### src/rtl/rmtt_pkg.sv
package rmtt_pkg;

    localparam int IN_W        = 104;
    localparam int OUT_W       = 112;
    localparam int NUM_TRACKED = 28;
    localparam int MAX_RESULTS = 64;
    localparam int CNT_W       = 7;

    localparam logic [2:0] FUNC_MEM_READ  = 3'd0;
    localparam logic [2:0] FUNC_MEM_WRITE = 3'd1;
    localparam logic [2:0] FUNC_REG_MOVE  = 3'd2;
    localparam logic [2:0] FUNC_RANGE     = 3'd3;
    localparam logic [2:0] FUNC_LEAK      = 3'd4;

    localparam logic [4:0] REG_OTHER = 5'd28;
    localparam logic [4:0] REG_NONE  = 5'd29;

    localparam logic [3:0] EV_IGNORED   = 4'd0;
    localparam logic [3:0] EV_REG_TAINT = 4'd1;
    localparam logic [3:0] EV_ALREADY   = 4'd2;
    localparam logic [3:0] EV_UNTRACK   = 4'd3;
    localparam logic [3:0] EV_REG_FREE  = 4'd4;
    localparam logic [3:0] EV_MEM_TAINT = 4'd5;
    localparam logic [3:0] EV_MEM_FREE  = 4'd6;
    localparam logic [3:0] EV_LEAK      = 4'd7;
    localparam logic [3:0] EV_NO_LEAK   = 4'd8;
    localparam logic [3:0] EV_FULL      = 4'd9;

    typedef enum logic [1:0] {
        KIND_DIRECT,
        KIND_SCAN,
        KIND_RANGE,
        KIND_LEAK
    } kind_t;

    typedef enum logic [3:0] {
        ST_IDLE,
        ST_RD,
        ST_CMP,
        ST_RINS,
        ST_RNEXT,
        ST_LEMIT,
        ST_LFIN,
        ST_FIN
    } state_t;

    typedef struct packed {
        logic load;
        logic cmp;
        logic idx_inc;
        logic ins;
        logic off_inc;
        logic emit_pend;
        logic emit_final;
        logic fin;
    } cmd_t;

    typedef struct packed {
        kind_t in_kind;
        kind_t kind;
        logic  last_entry;
        logic  hit;
        logic  leak_hit;
        logic  pending;
        logic  free_found;
        logic  off_last;
        logic  cap_next;
        logic  out_free;
    } stat_t;

    function automatic logic [4:0] chain_end(input logic [4:0] r);
        logic [4:0] e;
        if (r < 5'd5) e = 5'd5;
        else if (r < 5'd10) e = 5'd10;
        else if (r < 5'd15) e = 5'd15;
        else if (r < 5'd20) e = 5'd20;
        else if (r < 5'd24) e = 5'd24;
        else e = 5'd28;
        return e;
    endfunction

    function automatic logic [NUM_TRACKED-1:0] chain_mask(input logic [4:0] r);
        logic [NUM_TRACKED-1:0] m;
        logic [4:0] e;
        e = chain_end(r);
        for (int j = 0; j < NUM_TRACKED; j++) begin
            m[j] = (5'(j) >= r) && (5'(j) < e);
        end
        return m;
    endfunction

endpackage

### src/rtl/register_memory_taint_tracker.sv
// register and memory taint tracker
// s_ channel: one beat per instruction event (memory read or write, register
// move, taint range, leak check); m_ channel: result beats, tlast on the
// final beat of each input beat. a leak check gives one beat per tainted
// address in its range (at most 64), otherwise one beat per input.
// an input beat is taken only while the block is idle; it may be taken while
// the previous result still waits in the output register.
// direct events (register moves, empty ranges, ignored codes and operand
// counts) put out their beat without a table walk; memory reads and writes
// walk the whole address table; a taint range rescans the table for each
// byte of the range, up to a hit; a leak check walks the table once and
// puts out its addresses as it finds them.
// all table walks go through the single read port.
// reset clears register taint and all table valid bits at once.
// a stalled receiver holds the output beat; the walk pauses when a result
// beat is ready and the output register is still full.
module register_memory_taint_tracker
    import rmtt_pkg::*;
#(
    parameter int TABLE_DEPTH = 64
) (
    input  logic             aclk,
    input  logic             aresetn,
    input  logic             s_tvalid,
    output logic             s_tready,
    // func, operand_count, reg_a, reg_b, address, length
    input  logic [IN_W-1:0]  s_tdata,
    output logic             m_tvalid,
    input  logic             m_tready,
    // event_res, leaked_address, inserted_count, taint_mask
    output logic [OUT_W-1:0] m_tdata,
    output logic             m_tlast
);

    cmd_t  cmd;
    stat_t stat;

    rmtt_ctrl u_ctrl (
        .aclk     (aclk),
        .aresetn  (aresetn),
        .s_tvalid (s_tvalid),
        .s_tready (s_tready),
        .stat     (stat),
        .cmd      (cmd)
    );

    rmtt_datapath #(
        .TABLE_DEPTH (TABLE_DEPTH)
    ) u_datapath (
        .aclk     (aclk),
        .aresetn  (aresetn),
        .s_tdata  (s_tdata),
        .cmd      (cmd),
        .stat     (stat),
        .m_tvalid (m_tvalid),
        .m_tready (m_tready),
        .m_tdata  (m_tdata),
        .m_tlast  (m_tlast)
    );

endmodule

### src/rtl/rmtt_ctrl.sv
module rmtt_ctrl
    import rmtt_pkg::*;
(
    input  logic  aclk,
    input  logic  aresetn,
    input  logic  s_tvalid,
    output logic  s_tready,
    input  stat_t stat,
    output cmd_t  cmd
);

    state_t state_reg, state_next;

    always_ff @(posedge aclk) begin
        if (!aresetn) begin
            state_reg <= ST_IDLE;
        end else begin
            state_reg <= state_next;
        end
    end

    always_comb begin
        state_next = state_reg;
        case (state_reg)
            ST_IDLE: begin
                if (s_tvalid) begin
                    case (stat.in_kind)
                        KIND_DIRECT: state_next = ST_FIN;
                        default:     state_next = ST_RD;
                    endcase
                end
            end
            ST_RD: state_next = ST_CMP;
            ST_CMP: begin
                case (stat.kind)
                    KIND_RANGE: begin
                        if (stat.hit) state_next = ST_RNEXT;
                        else if (stat.last_entry) state_next = ST_RINS;
                        else state_next = ST_RD;
                    end
                    KIND_LEAK: begin
                        if (stat.leak_hit && stat.pending) state_next = ST_LEMIT;
                        else if (stat.leak_hit && stat.cap_next) state_next = ST_LFIN;
                        else if (stat.last_entry) state_next = ST_LFIN;
                        else state_next = ST_RD;
                    end
                    default: begin
                        if (stat.last_entry) state_next = ST_FIN;
                        else state_next = ST_RD;
                    end
                endcase
            end
            ST_RINS:  state_next = stat.free_found ? ST_RNEXT : ST_FIN;
            ST_RNEXT: state_next = stat.off_last ? ST_FIN : ST_RD;
            ST_LEMIT: begin
                if (stat.out_free) begin
                    if (stat.cap_next || stat.last_entry) state_next = ST_LFIN;
                    else state_next = ST_RD;
                end
            end
            ST_LFIN: if (stat.out_free) state_next = ST_IDLE;
            ST_FIN:  if (stat.out_free) state_next = ST_IDLE;
            default: state_next = ST_IDLE;
        endcase
    end

    always_comb begin
        cmd      = '0;
        s_tready = 1'b0;
        case (state_reg)
            ST_IDLE: begin
                s_tready = 1'b1;
                cmd.load = s_tvalid;
            end
            ST_CMP: begin
                cmd.cmp = 1'b1;
                case (stat.kind)
                    KIND_RANGE: cmd.idx_inc = !stat.hit && !stat.last_entry;
                    // first hit is held and the walk moves on to the next entry
                    KIND_LEAK: cmd.idx_inc = !stat.last_entry &&
                        !(stat.leak_hit && (stat.pending || stat.cap_next));
                    default: cmd.idx_inc = !stat.last_entry;
                endcase
            end
            ST_RINS:  cmd.ins = 1'b1;
            ST_RNEXT: cmd.off_inc = !stat.off_last;
            ST_LEMIT: begin
                cmd.emit_pend = stat.out_free;
                cmd.idx_inc   = stat.out_free && !stat.cap_next && !stat.last_entry;
            end
            ST_LFIN: cmd.emit_final = stat.out_free;
            ST_FIN:  cmd.fin = stat.out_free;
            default: cmd = '0;
        endcase
    end

endmodule

### src/rtl/rmtt_datapath.sv
module rmtt_datapath
    import rmtt_pkg::*;
#(
    parameter int TABLE_DEPTH = 64
) (
    input  logic             aclk,
    input  logic             aresetn,
    input  logic [IN_W-1:0]  s_tdata,
    input  cmd_t             cmd,
    output stat_t            stat,
    output logic             m_tvalid,
    input  logic             m_tready,
    output logic [OUT_W-1:0] m_tdata,
    output logic             m_tlast
);

    localparam int IDX_W = (TABLE_DEPTH > 1) ? $clog2(TABLE_DEPTH) : 1;

    logic [63:0] mem [TABLE_DEPTH];
    logic [63:0] rd_q;
    logic [TABLE_DEPTH-1:0] valid_reg, valid_next;

    logic [2:0]  func_reg;
    logic        two_reg;
    logic [4:0]  ra_reg, rb_reg;
    logic [63:0] addr_reg;
    logic [15:0] len_reg;
    kind_t       kind_reg;

    logic [IDX_W-1:0] idx_reg, match_idx_reg, free_idx_reg;
    logic [15:0] off_reg, cnt_reg;
    logic        found_reg, free_found_reg, pending_reg, full_reg;
    logic [63:0] pend_reg;
    logic [CNT_W-1:0] n_reg;
    logic [NUM_TRACKED-1:0] taint_reg, taint_next;

    logic              m_valid_reg;
    logic [OUT_W-1:0]  m_data_reg;
    logic              m_last_reg;

    logic [2:0]  in_func;
    logic [4:0]  in_ra, in_rb;
    logic [15:0] in_len;
    kind_t       in_kind;

    logic [63:0] target;
    logic        cur_valid, hit, leak_hit;
    logic        out_free;
    logic        we;
    logic [IDX_W-1:0] waddr;
    logic [63:0] wdata;
    logic [3:0]  fin_ev;
    logic        ta, tb;

    function automatic logic [4:0] norm_reg(input logic [4:0] r);
        return (r > REG_NONE) ? REG_OTHER : r;
    endfunction

    assign in_func = s_tdata[2:0];
    assign in_ra   = norm_reg(s_tdata[11:7]);
    assign in_rb   = norm_reg(s_tdata[16:12]);
    assign in_len  = s_tdata[96:81];

    always_comb begin
        case (in_func)
            FUNC_MEM_READ, FUNC_MEM_WRITE:
                in_kind = (s_tdata[6:3] == 4'd2) ? KIND_SCAN : KIND_DIRECT;
            FUNC_RANGE: in_kind = (in_len != 16'd0) ? KIND_RANGE : KIND_DIRECT;
            FUNC_LEAK:  in_kind = KIND_LEAK;
            default:    in_kind = KIND_DIRECT;
        endcase
    end

    assign target    = addr_reg + {48'd0, off_reg};
    assign cur_valid = valid_reg[idx_reg];
    assign hit       = cur_valid && (rd_q == target);
    // unsigned wrap makes the window test one subtract and compare
    assign leak_hit  = cur_valid && ((rd_q - addr_reg) < {48'd0, len_reg});
    assign out_free  = !m_valid_reg || m_tready;

    assign ta = (ra_reg < REG_OTHER) && taint_reg[ra_reg];
    assign tb = (rb_reg < REG_OTHER) && taint_reg[rb_reg];

    always_comb begin
        stat.in_kind    = in_kind;
        stat.kind       = kind_reg;
        stat.last_entry = (idx_reg == IDX_W'(TABLE_DEPTH - 1));
        stat.hit        = hit;
        stat.leak_hit   = leak_hit;
        stat.pending    = pending_reg;
        stat.free_found = free_found_reg;
        stat.off_last   = (off_reg == len_reg - 16'd1);
        stat.cap_next   = (n_reg == CNT_W'(MAX_RESULTS - 1));
        stat.out_free   = out_free;
    end

    // final result of a single-result item, with its state update, and the table insert of a taint range
    always_comb begin
        fin_ev     = EV_IGNORED;
        taint_next = taint_reg;
        valid_next = valid_reg;
        we         = 1'b0;
        waddr      = free_idx_reg;
        wdata      = target;
        case (func_reg)
            FUNC_MEM_READ: begin
                if (two_reg) begin
                    if (found_reg) begin
                        if (ta) fin_ev = EV_ALREADY;
                        else if (ra_reg >= REG_OTHER) fin_ev = EV_UNTRACK;
                        else begin
                            taint_next = taint_reg | chain_mask(ra_reg);
                            fin_ev     = EV_REG_TAINT;
                        end
                    end else if (ta) begin
                        taint_next = taint_reg & ~chain_mask(ra_reg);
                        fin_ev     = EV_REG_FREE;
                    end
                end
            end
            FUNC_MEM_WRITE: begin
                if (two_reg) begin
                    if (found_reg) begin
                        if (!ta) begin
                            valid_next[match_idx_reg] = 1'b0;
                            fin_ev = EV_MEM_FREE;
                        end
                    end else if (ta) begin
                        if (free_found_reg) begin
                            valid_next[free_idx_reg] = 1'b1;
                            we     = 1'b1;
                            fin_ev = EV_MEM_TAINT;
                        end else begin
                            fin_ev = EV_FULL;
                        end
                    end
                end
            end
            FUNC_REG_MOVE: begin
                if (two_reg && rb_reg != REG_NONE) begin
                    if (tb && !ta) begin
                        taint_next = taint_reg & ~chain_mask(rb_reg);
                        fin_ev     = EV_REG_FREE;
                    end else if (!tb && ta) begin
                        if (rb_reg >= REG_OTHER) fin_ev = EV_UNTRACK;
                        else begin
                            taint_next = taint_reg | chain_mask(rb_reg);
                            fin_ev     = EV_REG_TAINT;
                        end
                    end
                end
            end
            FUNC_RANGE: fin_ev = full_reg ? EV_FULL : EV_MEM_TAINT;
            default: fin_ev = EV_IGNORED;
        endcase
        if (!cmd.fin) begin
            taint_next = taint_reg;
            valid_next = valid_reg;
            we         = 1'b0;
        end
        if (cmd.ins && free_found_reg) begin
            valid_next[free_idx_reg] = 1'b1;
            we = 1'b1;
        end
    end

    always_ff @(posedge aclk) begin
        if (we) begin
            mem[waddr] <= wdata;
        end
        rd_q <= mem[idx_reg];
    end

    always_ff @(posedge aclk) begin
        if (cmd.load) begin
            func_reg <= in_func;
            two_reg  <= (s_tdata[6:3] == 4'd2);
            ra_reg   <= in_ra;
            rb_reg   <= in_rb;
            addr_reg <= s_tdata[80:17];
            len_reg  <= in_len;
        end
        if (cmd.cmp) begin
            if (hit && !found_reg) match_idx_reg <= idx_reg;
            if (!cur_valid && !free_found_reg) free_idx_reg <= idx_reg;
        end
        if (cmd.cmp && leak_hit && !pending_reg) begin
            pend_reg <= rd_q;
        end else if (cmd.emit_pend) begin
            pend_reg <= rd_q;
        end
    end

    always_ff @(posedge aclk) begin
        if (!aresetn) begin
            kind_reg       <= KIND_DIRECT;
            valid_reg      <= '0;
            taint_reg      <= '0;
            idx_reg        <= '0;
            off_reg        <= '0;
            cnt_reg        <= '0;
            found_reg      <= 1'b0;
            free_found_reg <= 1'b0;
            pending_reg    <= 1'b0;
            full_reg       <= 1'b0;
            n_reg          <= '0;
        end else begin
            valid_reg <= valid_next;
            taint_reg <= taint_next;
            if (cmd.load) begin
                kind_reg       <= in_kind;
                idx_reg        <= '0;
                off_reg        <= '0;
                cnt_reg        <= '0;
                found_reg      <= 1'b0;
                free_found_reg <= 1'b0;
                pending_reg    <= 1'b0;
                full_reg       <= 1'b0;
                n_reg          <= '0;
            end
            if (cmd.idx_inc) idx_reg <= idx_reg + IDX_W'(1);
            if (cmd.cmp) begin
                if (hit) found_reg <= 1'b1;
                if (!cur_valid) free_found_reg <= 1'b1;
                if (leak_hit && !pending_reg) begin
                    pending_reg <= 1'b1;
                    n_reg       <= n_reg + CNT_W'(1);
                end
            end
            if (cmd.emit_pend) n_reg <= n_reg + CNT_W'(1);
            if (cmd.ins) begin
                if (free_found_reg) cnt_reg <= cnt_reg + 16'd1;
                else full_reg <= 1'b1;
            end
            // next address of the range rescans from the first entry
            if (cmd.off_inc) begin
                off_reg        <= off_reg + 16'd1;
                idx_reg        <= '0;
                found_reg      <= 1'b0;
                free_found_reg <= 1'b0;
            end
        end
    end

    always_ff @(posedge aclk) begin
        if (!aresetn) begin
            m_valid_reg <= 1'b0;
        end else if (cmd.emit_pend || cmd.emit_final || cmd.fin) begin
            m_valid_reg <= 1'b1;
        end else if (m_tready) begin
            m_valid_reg <= 1'b0;
        end
    end

    always_ff @(posedge aclk) begin
        if (cmd.emit_pend) begin
            m_data_reg <= {taint_reg, 16'd0, pend_reg, EV_LEAK};
            m_last_reg <= 1'b0;
        end else if (cmd.emit_final) begin
            if (pending_reg) m_data_reg <= {taint_reg, 16'd0, pend_reg, EV_LEAK};
            else m_data_reg <= {taint_reg, 16'd0, 64'd0, EV_NO_LEAK};
            m_last_reg <= 1'b1;
        end else if (cmd.fin) begin
            m_data_reg <= {taint_next, cnt_reg, 64'd0, fin_ev};
            m_last_reg <= 1'b1;
        end
    end

    assign m_tvalid = m_valid_reg;
    assign m_tdata  = m_data_reg;
    assign m_tlast  = m_last_reg;

endmodule
### config.mk
export PLATFORM = sky130hd
export DESIGN_NAME = register_memory_taint_tracker
export DESIGN_NICKNAME = d
export VERILOG_FILES = /design/src/rtl/rmtt_pkg.sv /design/src/rtl/register_memory_taint_tracker.sv /design/src/rtl/rmtt_ctrl.sv /design/src/rtl/rmtt_datapath.sv
export SDC_FILE = /design/constraint.sdc
export NUM_CORES = 2
export LEC_CHECK = 0
export BUFFER_PORTS_ARGS = -buffer_cell sky130_fd_sc_hd__buf_2
export CAP_MARGIN = 25
export CORE_ASPECT_RATIO = 1.75
export CORE_MARGIN = 2
export CORE_UTILIZATION = 25
export CTS_BUF_LIST = sky130_fd_sc_hd__clkbuf_4 sky130_fd_sc_hd__clkbuf_8 sky130_fd_sc_hd__clkbuf_16
export DETAILED_ROUTE_END_ITERATION = 16
export GPL_ROUTABILITY_DRIVEN = 0
export GPL_TIMING_DRIVEN = 0
export PLACE_DENSITY = 0.47
export SETUP_SLACK_MARGIN = 0.15
export SYNTH_ARGS = -nofsm -noshare
export SYNTH_HDL_FRONTEND = slang
export SYNTH_SLANG_ARGS = --single-unit
### constraint.sdc
create_clock -name aclk -period 7.5 [get_ports aclk]
set_input_delay 0.375 -clock aclk [delete_from_list [all_inputs] [get_ports aclk]]
set_output_delay 0.375 -clock aclk [all_outputs]
set_load 0.01 [all_outputs]
==> flow_metrics.env <==
export IMPL_final_setup_worst_slack_ps=119
export IMPL_drt_wirelength_per_cell_microns=32.3
export IMPL_cts_tree="done"
export IMPL_largest_register="u_datapath.mem"
export IMPL_core_sq_um=738000
export IMPL_die_area_sq_um=747000
export IMPL_grt_setup_unrepaired="false"
export IMPL_hold_start="s_tdata[27]"
export IMPL_relSlewSlack=0.166
export IMPL_critical_path_startpoint="u_datapath.addr_reg[15]"
export IMPL_slew_violations=0
export IMPL_dr_pass1_iters=6
export IMPL_die_y_mm=1.14
export IMPL_hold_path_class="in2reg"
export IMPL_grt_max_degree=72
export IMPL_clk_pin_slew_ps=60
export IMPL_drt_iter0_markers=10000
export IMPL_vias_per_cell=4.85
export IMPL_vdd_drop_max_mv=0.240
export IMPL_hold_violations=0
export IMPL_synth_seq_cells=4590
export IMPL_largest_reg_flops=4096
export IMPL_syn_nets=9361
export IMPL_post_dp_hpwl_mm=512
export IMPL_crit_type="reg2reg"
export IMPL_period_minus_slack_ps=7380
export IMPL_yosys_warnings=0
export IMPL_gr_total_overflow=0
export IMPL_syn_to_final_growth_pct=22.3
export IMPL_start_util=0.250
export IMPL_clock_latency_ps=1110
export IMPL_clock_root_buffer="clkbuf_16"
export IMPL_holdPathStages=2
export IMPL_utilization=0.306
export IMPL_syn_area_sq_um=185000
export IMPL_power_density_nw_per_um2=307
export IMPL_placed_area_sq_um=210000
export IMPL_fin_worst_skew_ps=157
export IMPL_fillers=71800
export IMPL_io_pins=223
export IMPL_maxCapViolCount=0
export IMPL_synth_cell_types=95
export IMPL_clock_sinks=4590
export IMPL_leakagePower_uw=0.0691
export IMPL_grt_pass1_wl_mm=902
export IMPL_drc=0
export IMPL_antenna_left=0
export IMPL_fin_nets=10800
export IMPL_wirelength_mm=672
export IMPL_cts_buffer_depth=5
export IMPL_whs_endpoint="u_datapath.addr_reg[10]"
export IMPL_drive_above_1_share=0.296
export IMPL_routed_via_count=101000
export IMPL_r2r_end="u_datapath.idx_reg[1]"
export IMPL_antenna_found_initial=64
export IMPL_cp_required_ps=8450
export IMPL_worstSetupEndpointType="register"
export IMPL_timing_rr_start="u_datapath.addr_reg[15]"
export IMPL_netlist_instances=9152
export IMPL_avgSynthCellArea_sq_um=20.2
export IMPL_io_buffers=214
export IMPL_yosysSeqAreaShare=0.733
export IMPL_synth_main_ff_cell="edfxtp_1"
export IMPL_numCtsBuffers=445
export IMPL_grt_pass1_vias=104000
export IMPL_max_freq_ghz=0.135
export IMPL_place_ws_ps=-542
export IMPL_fp_row_count=418
export IMPL_synth_edf_count=4358
export IMPL_htreeDepth=5
export IMPL_tightest_slew_ps=1230
export IMPL_fin_crit_sh=0.984
export IMPL_grt_usage=0.177
export IMPL_die_width_microns=654
export IMPL_setup_viol=0
export IMPL_critical_path_arrival_ps=8330
export IMPL_design_area_sq_um=226000
export IMPL_r2r_setup_slack_ps=120
export IMPL_status="finished, final reports clean"
export IMPL_critPathLaunchType="register"
export IMPL_rr_worst_depth=20
export IMPL_cp_max_fo=10
export IMPL_synthArstFlopShare=0
-- synthesized netlist by cell type (19+ instances only) --
cell type	count	area, sq um
edfxtp_1	4358	131000
mux4_2	1376	31000
clkbuf_1	381	1430
nand2_1	318	1190
nor2_1	288	1080
a21oi_1	242	1210
dfxtp_1	232	4640
o21ai_0	219	1100
inv_1	132	495
and2_1	126	788
nand3_1	121	606
xnor2_1	120	1050
o21a_1	108	811
ha_1	99	1240
nor3_1	91	455
nand4_1	85	532
buf_1	80	300
and3_1	57	357
xor2_1	46	403
a211oi_1	40	300
nor4_1	39	244
or3_1	39	244
a31oi_1	38	238
a21boi_0	37	278
nor2b_1	34	213
nand2b_1	28	175
o211ai_1	28	210
a21o_1	23	173
and4_1	19	166
or2_2	19	119
-- area by class of cell --
cell class / count / area, sq um / share of cell area
clock buffers: 576 / 12400 / 0.0550
well taps: 9870 / 12300 / 0.0546
plain buffers: 477 / 1910 / 0.00845
multi-input cells: 3950 / 48200 / 0.213
inverters: 135 / 517 / 0.00228
clock inverters: 204 / 1930 / 0.00855
diodes: 34 / 85.1 / 0.000376
repair buffers: 991 / 13200 / 0.0585
flip-flops and latches: 4590 / 136000 / 0.599
-- layer usage --
| layer | vias up | GRT usage | wire (microns) |
|---|---|---|---|
| li1 | 41100 | - | - |
| met1 | 54400 | 0.190 | 233000 |
| met2 | 4066 | 0.324 | 357000 |
| met3 | 1432 | 0.0260 | 35900 |
| met4 | 10 | 0.108 | 46500 |
| met5 | - | 0 | 59 |
-- stage by stage --
step                      total power, uW  hold WS, ps  cells  setup TNS, ps
after global placement              46000          445  19200              -
after CTS                           69900        0.353  20800              0
after detailed placement            47100          446  19800         -16780
after global routing                71500         50.5  20800              0
final                               69400         46.7  20800              0
after floorplan                     39400          424   9152              0
-- power breakdown --
group          leakage [uW]  internal [uW]  switching, uW
combinational        0.0209           5870           9670
sequential           0.0411          30000           1140
clock               0.00712          12800           9920
-- how the worst max path moves through the flow --
stage	endpoint	cells after the start	slack, ps
6_report	u_datapath.idx_reg[1]	20	120
5_1_grt	u_datapath.pend_reg[9]	25	150
4_1_cts	u_datapath.pend_reg[9]	25	230
3_5_place_dp	u_datapath.pend_reg[9]	23	-540
3_3_place_gp	u_datapath.mem[53][25]	8	-10550
2_1_floorplan	u_datapath.n_reg[3]	25	150
-- critical path, stage by stage, from the launching register on --
cell and delay [ps]:
edfxtp_1 520, ha_1 320, buf_2 190, a21oi_1 580, o21ai_0 290, a211oi_2 580, buf_4 330, clkbuf_1 550
a211oi_1 270, xnor3_1 370, a211oi_1 620, o211ai_1 500, nand4b_1 370, nor4_1 260, nand4_1 130, buf_4 220
o211ai_1 190, a2bb2oi_1 360, buf_2 270, nand3_1 90, a21oi_1 180
-- placed cells by master (no fill, tap or decap), types with 102 or more instances in the layout --
cell / netlist / layout
and2_1: 126 / 126
dfxtp_1: 232 / 231
buf_2: 14 / 260
clkbuf_16: 0 / 454
o21a_1: 108 / 108
nor2_1: 288 / 227
o21ai_0: 219 / 215
mux4_2: 1376 / 1376
nand2_1: 318 / 318
a21oi_1: 242 / 240
dlygate4sd3_1: 0 / 150
nand3_1: 121 / 121
buf_12: 0 / 254
clkbuf_4: 0 / 102
edfxtp_1: 4358 / 4358
inv_1: 132 / 127
clkbuf_1: 381 / 329
buf_8: 0 / 246
-- cell families after synthesis --
family / count (synthesis) / synth area share
flops: 4590 / 0.733
mux: 1396 / 0.169
simple gates: 1350 / 0.0374
compound gates: 925 / 0.0323
buf+inv: 612 / 0.0125
xor+xnor: 178 / 0.00933
fa+ha+maj: 101 / 0.00692
-- repair_timing --
action / in CTS / in global routing
pin swaps: 2 / 3
setup buffers: 3 / 2
endpoints found under the hold margin: 116 / 0
hold buffers: 150 / 0
resized for setup: 5 / 9
endpoints found under the setup margin: 74 / 44
(Power assumes the default switching activity.)
